[config.mk]
export PLATFORM = sky130hd
export DESIGN_NAME = qslerp_sqrt
export DESIGN_NICKNAME = d
export VERILOG_FILES = /design/src/hdl/qslerp_pkg.sv /design/src/hdl/qslerp_sqrt.sv
export SDC_FILE = /design/constraint.sdc
export NUM_CORES = 2
export LEC_CHECK = 0
export BUFFER_PORTS_ARGS = -buffer_cell sky130_fd_sc_hd__buf_2
export CAP_MARGIN = 0
export CORE_ASPECT_RATIO = 1.2
export CORE_UTILIZATION = 55
export CTS_BUF_LIST = sky130_fd_sc_hd__clkbuf_16
export CTS_CLUSTER_SIZE = 16
export DETAILED_ROUTE_END_ITERATION = 12
export PLACE_DENSITY = 0.71
export SYNTH_ARGS = -nofsm -noshare
export SYNTH_HDL_FRONTEND = slang
export SYNTH_SLANG_ARGS = --single-unit
[constraint.sdc]
create_clock -name clk -period 4.8 [get_ports clk]
set_clock_uncertainty 0.1 [all_clocks]
set_input_delay 0.24 -clock clk [delete_from_list [all_inputs] [get_ports clk]]
set_output_delay 0.24 -clock clk [all_outputs]
set_load 0.02 [all_outputs]
[src/hdl/qslerp_pkg.sv]
`default_nettype none
package qslerp_pkg;

  // default component width, signed Q2.14
  localparam int COMP_WIDTH = 16;

  // fraction bits of the internal angle and weight formats
  localparam int FRAC_BITS = 28;

  // CORDIC iteration count
  localparam int CORDIC_STEPS = 28;

  // unsigned Q28 magnitudes of dot and sin(theta0), 0 to 1.0 inclusive
  localparam int MAG_W = FRAC_BITS + 1;

  // CORDIC x/y datapath width (gain and sqrt(2) headroom) and angle width
  localparam int XY_W  = 34;
  localparam int ANG_W = 32;

  // s1 weight, saturated to +-2^31
  localparam int S1_W = 33;

  // near_threshold register
  localparam int THR_W = 15;
  localparam logic [THR_W-1:0] THR_RESET = 15'd16376;

  // blend fraction
  localparam int BLEND_W = 15;
  localparam logic [BLEND_W-1:0] ONE_Q14 = 15'd16384;

endpackage
`default_nettype wire

[src/hdl/qslerp_sqrt.sv]
`default_nettype none
// Pipelined floor square root, one result bit per stage.
module qslerp_sqrt #(
  parameter int SIDE_W = 1
) (
  input  wire logic                                  clk,
  input  wire logic                                  rst,
  input  wire logic                                  en,
  input  wire logic                                  in_valid,
  input  wire logic [2*qslerp_pkg::FRAC_BITS:0]      rad,
  input  wire logic [SIDE_W-1:0]                     in_side,
  output logic                                       out_valid,
  output logic [qslerp_pkg::MAG_W-1:0]               root,
  output logic [SIDE_W-1:0]                          out_side
);

  localparam int STEPS = qslerp_pkg::MAG_W;
  localparam int RW    = 2 * qslerp_pkg::FRAC_BITS + 2;

  logic [RW-1:0]     rem_q  [STEPS];
  logic [STEPS-1:0]  root_q [STEPS];
  logic              vld_q  [STEPS];
  logic [SIDE_W-1:0] side_q [STEPS];

  for (genvar s = 0; s < STEPS; s++) begin : g_step
    localparam int B = STEPS - 1 - s;
    logic [RW-1:0]     rem_in;
    logic [STEPS-1:0]  root_in;
    logic              vld_in;
    logic [SIDE_W-1:0] side_in;
    logic [RW-1:0]     test;
    logic              fits;

    if (s == 0) begin : g_first
      assign rem_in  = RW'(rad);
      assign root_in = '0;
      assign vld_in  = in_valid;
      assign side_in = in_side;
    end else begin : g_next
      assign rem_in  = rem_q[s-1];
      assign root_in = root_q[s-1];
      assign vld_in  = vld_q[s-1];
      assign side_in = side_q[s-1];
    end

    // (root + 2^B)^2 - root^2
    assign test = (RW'(root_in) << (B + 1)) + (RW'(1) << (2 * B));
    assign fits = rem_in >= test;

    always_ff @(posedge clk) begin
      if (rst) begin
        vld_q[s] <= 1'b0;
      end else if (en) begin
        vld_q[s] <= vld_in;
      end
    end

    always_ff @(posedge clk) begin
      if (en) begin
        rem_q[s]  <= fits ? rem_in - test : rem_in;
        root_q[s] <= fits ? (root_in | (STEPS'(1) << B)) : root_in;
        side_q[s] <= side_in;
      end
    end
  end

  assign out_valid = vld_q[STEPS-1];
  assign root      = root_q[STEPS-1];
  assign out_side  = side_q[STEPS-1];

endmodule
`default_nettype wire

==> results.txt <==
----------------------------------------------------
[Layout]
  Most common library cell in the layout ignoring fill and taps ... sky130_fd_sc_hd__edfxtp_1
  Nets ... 8,771
  Count of non-filler cells in the finished layout ... around 11,000
  Area taken by multi-input logic gates ... between 0.03 and 0.04 mm²
  Layout Utilization ... 0.620
  Proportion of layout cells with a drive suffix above 1 ... 0.0761
  Sequential Area ... 0.0636 mm²
  Final std cell area, no fill ... ~0.11 mm²
  Area growth, synth to finish ... 11.8%
  Top library cells by usage in the layout, fill and taps aside ... sky130_fd_sc_hd__edfxtp_1, sky130_fd_sc_hd__inv_1, sky130_fd_sc_hd__nand2_1
  Filler cell count in the final layout ... 13,800

[Floorplan]
  Die Span Y ... 470 µm
  Number of primary I/O pins ... 93
  Die Wd ... approximately 390 µm
  Starting Density ... 0.555
  CORE AREA ... 0.181 mm²
  Die Area ... 0.185 mm²
  Cell Rows ... between 150 and 200

[Timing]
  Ratio of final minimum period to clock period ... 0.913
  Normalized max-slew margin ... 0.196
  Transition time at the pin with the least slew margin ... between 1000 and 1500 ps
  Slew Limit Fails ... 0
  Endpoints failing hold ... 0
  Setup repair after global routing missed its margin ... no
  Setup Viol. Count Final ... 0
  Setup Total Neg Slack ... 0 ps
  Maximum clock frequency ... 228 MHz
  Clock period minus worst slack ... 4380 ps
  Worst hold-check slack ... between 300 and 400 ps

[Route]
  Vias per std cell ... 5.89
  Post-detailed-route count of antenna-violating nets ... 0
  Routed wirelength normalized by instance count ... around 22 µm
  Residual DRC ... 0
  Initial DRC Count ... 5,298
  Detailed Routing Iterations Pass 1 ... 6
  Total wirelength of the detailed-routed design ... 235,000 µm
  Total number of vias ... approximately 64,000

[Hold path]
  Worst min path class ... reg2reg

[Placement]
  Count of port buffers added during placement ... around 90
  Placer congestion estimate ... between 0.9 and 1
  Detail Placement HPWL ... 172,000 µm
  Placed insts ... ~10,000
  Placement Cell Area ... 0.104 mm²

[Clocking]
  Latest clock arrival within the worst-skew pair ... 870 ps
  Root Driver ... sky130_fd_sc_hd__clkbuf_16
  Resized Gates After CTS ... 0
  CTS H-Tree Depth ... 4
  Inserted Clock Buffers ... 205
  CTS max path bufs ... 3
  CTS tree ... yes
  Clock-pin slew on the worst setup and hold paths ... 60 ps
  Number of sinks on the clock net ... 2,117

[Global routing]
  Largest net degree at the start of global routing ... 180
  Antenna violations before repair ... 10
  Global router's overall resource usage ... 0.253
  Overflow after GRT ... 0
  Via count of the first global-routing pass ... around 63,000
  Wire length of the first global-routing pass ... 360,000 µm

[Run]
  Reported max-cap violation count ... 0

[Logic synthesis]
  Primary flip-flop cell chosen by synthesis mapping ... sky130_fd_sc_hd__edfxtp_1
  Post-Syn Area ... 0.101 mm²
  Portion of the post-synthesis area used by sequential elements ... 0.632
  Post-synth EDFFs ... approximately 2,100
  Average cell area after synthesis ... 12.7 µm²
  Synthesized-area fraction occupied by ao, oa, aoi and oai cells ... 0.0887
  Xor/xnor share of the synthesized area ... 0.0627
  Proportion of synthesized area in mux cells ... 0.0104
  Flip-flop and latch count after synthesis ... 2,117
  Async S/R FF share, synth ... 0
  Synthesized-area fraction occupied by and/or/nand/nor cells ... 0.121
  Main combinational cell family by area after synthesis ... simple AND/OR/NAND/NOR gates
  Synthesized instance count ... 7,916
  Unique masters post-synth ... 86
  Adder-cell area share of the yosys netlist ... 0.0572
  Number of warnings reported in the yosys synthesis log ... 0

[Setup path]
  Reg-to-reg critical path endpoint ... rem_q[1][274]
  Critical setup path kind ... reg2reg
  Worst setup startpoint ... rem_q[1][209]
  Endpoint arrival time on the critical path ... 4910 ps
  Critical Path End ... rem_q[1][274]
  Data required time of the worst path ... between 5000 and 6000 ps
  Reg2reg path depth ... 10
  Crit end category ... flip-flop
  Slack of the worst reg-to-reg path ... 420 ps
  RR Startpoint ... rem_q[1][209]
  Crit path max fanout ... 7
  Category of the worst setup path launch point ... flip-flop

[Status]
  Outcome ... completed

[Pwr]
  Cell Pwr Density ... about 460 mW/mm²
  Leakage ... ~0.042 µW
  Largest voltage drop on the vdd net ... 0.394 mV

----------------------------------------------------
==> repair_timing <==
action                    in CTS  in global routing
hold buffers                 120                  0
buffers inserted               0                  0
hold endpoints to repair     164                  0
==> report_power, final <==
| group | internal (µW) | switching, µW |
|---|---|---|
| clock | 9120 | 7240 |
| combinational | 4340 | 6220 |
| sequential | 23400 | 1900 |
==> worst min-delay path by stage <==
stage | start | endpoint | slack (ps) | depth (start not counted)
after detailed placement | side_q[1][6] | side_q[1][7] | 310 | 0
final | root_q[1][131] | root_q[1][160] | 310 | 0
after global placement | side_q[1][11] | side_q[1][12] | 300 | 0
after CTS | root_q[0][421] | root_q[0][450] | 300 | 0
after floorplan | rad[0] | rem_q[0][0] | 240 | 0
after global routing | side_q[1][11] | side_q[1][12] | 330 | 0
==> Yosys cell counts (19+ instances only) <==
cell | count | area share
sky130_fd_sc_hd__inv_1 | 568 | 0.021
sky130_fd_sc_hd__or3_1 | 64 | 0.0040
sky130_fd_sc_hd__and3_1 | 41 | 0.0026
sky130_fd_sc_hd__nor2b_1 | 68 | 0.0042
sky130_fd_sc_hd__nor4_1 | 283 | 0.018
sky130_fd_sc_hd__xor2_1 | 326 | 0.028
sky130_fd_sc_hd__or2_2 | 31 | 0.0019
sky130_fd_sc_hd__and2_1 | 55 | 0.0034
sky130_fd_sc_hd__xnor2_1 | 394 | 0.034
sky130_fd_sc_hd__nor2_1 | 493 | 0.018
sky130_fd_sc_hd__o211ai_1 | 28 | 0.0021
sky130_fd_sc_hd__a211oi_1 | 32 | 0.0024
sky130_fd_sc_hd__edfxtp_1 | 2117 | 0.63
sky130_fd_sc_hd__o21a_1 | 85 | 0.0063
sky130_fd_sc_hd__nor3b_1 | 19 | 0.0014
sky130_fd_sc_hd__nand2b_1 | 107 | 0.0067
sky130_fd_sc_hd__nand3b_1 | 22 | 0.0016
sky130_fd_sc_hd__nand2_1 | 508 | 0.019
sky130_fd_sc_hd__a21oi_1 | 498 | 0.025
sky130_fd_sc_hd__a21o_1 | 166 | 0.012
sky130_fd_sc_hd__mux2_2 | 83 | 0.0093
sky130_fd_sc_hd__o21bai_1 | 34 | 0.0025
sky130_fd_sc_hd__nor4b_1 | 35 | 0.0030
sky130_fd_sc_hd__clkbuf_1 | 135 | 0.0050
sky130_fd_sc_hd__a31oi_1 | 36 | 0.0022
sky130_fd_sc_hd__o31ai_1 | 33 | 0.0025
sky130_fd_sc_hd__or4_1 | 53 | 0.0040
sky130_fd_sc_hd__nand4_1 | 132 | 0.0082
sky130_fd_sc_hd__ha_1 | 460 | 0.057
sky130_fd_sc_hd__o21ai_0 | 355 | 0.018
sky130_fd_sc_hd__nand3_1 | 139 | 0.0069
sky130_fd_sc_hd__nor3_1 | 210 | 0.010
==> layout make-up <==
cell class,count,area share
inverter,568,0.0190
sequential,2117,0.566
tap,2422,0.0270
clock inverter,179,0.0160
antenna,5,0.000111
clock buffer,205,0.0456
multi-input combinational,5065,0.305
timing repair buffer,292,0.0217
==> stage by stage <==
stage          worst slack [ps]  total power (µW)
3_5_place_dp                383             36000
4_1_cts                     369             52400
3_3_place_gp                367             35800
6_report                    417             52200
5_1_grt                    54.1             54500
2_1_floorplan              1440             32400
==> routing by layer <==
| metal | vias up | GRT usage | wire, µm |
|---|---|---|---|
| met5 | - | 0 | 18 |
| met4 | 4 | 0.0848 | 7540 |
| met3 | 426 | 0.0351 | 11800 |
| met2 | 1796 | 0.446 | 120000 |
| met1 | 31400 | 0.318 | 95000 |
| li1 | 30300 | - | - |
==> sequential cells by signal, summed over array words and instances, names as in the netlist <==
signal,flops
root_q,435
rem_q,1624
vld_q,29
side_q,29
==> kinds of logic after synthesis <==
logic type | after synthesis
AOI/OAI and AO/OA | 1449
xor gates and xnor gates | 720
DFF | 2117
adders and majority gates | 460
buffers and inverters | 735
and+or+nand+nor | 2340
muxes | 94
other | 1
==> critical path, stage by stage, from the launching register on <==
cell and delay [ps]:
sky130_fd_sc_hd__edfxtp_1 410, sky130_fd_sc_hd__ha_1 400, sky130_fd_sc_hd__and3_1 280, sky130_fd_sc_hd__nand2_1 100, sky130_fd_sc_hd__or3_1 550, sky130_fd_sc_hd__nor4_1 960, sky130_fd_sc_hd__nor4b_1 140, sky130_fd_sc_hd__o211ai_1 290
sky130_fd_sc_hd__o21ai_0 390, sky130_fd_sc_hd__nor3_1 270, sky130_fd_sc_hd__xor2_1 280
No activity file was read; power rests on OpenSTA's default activity.
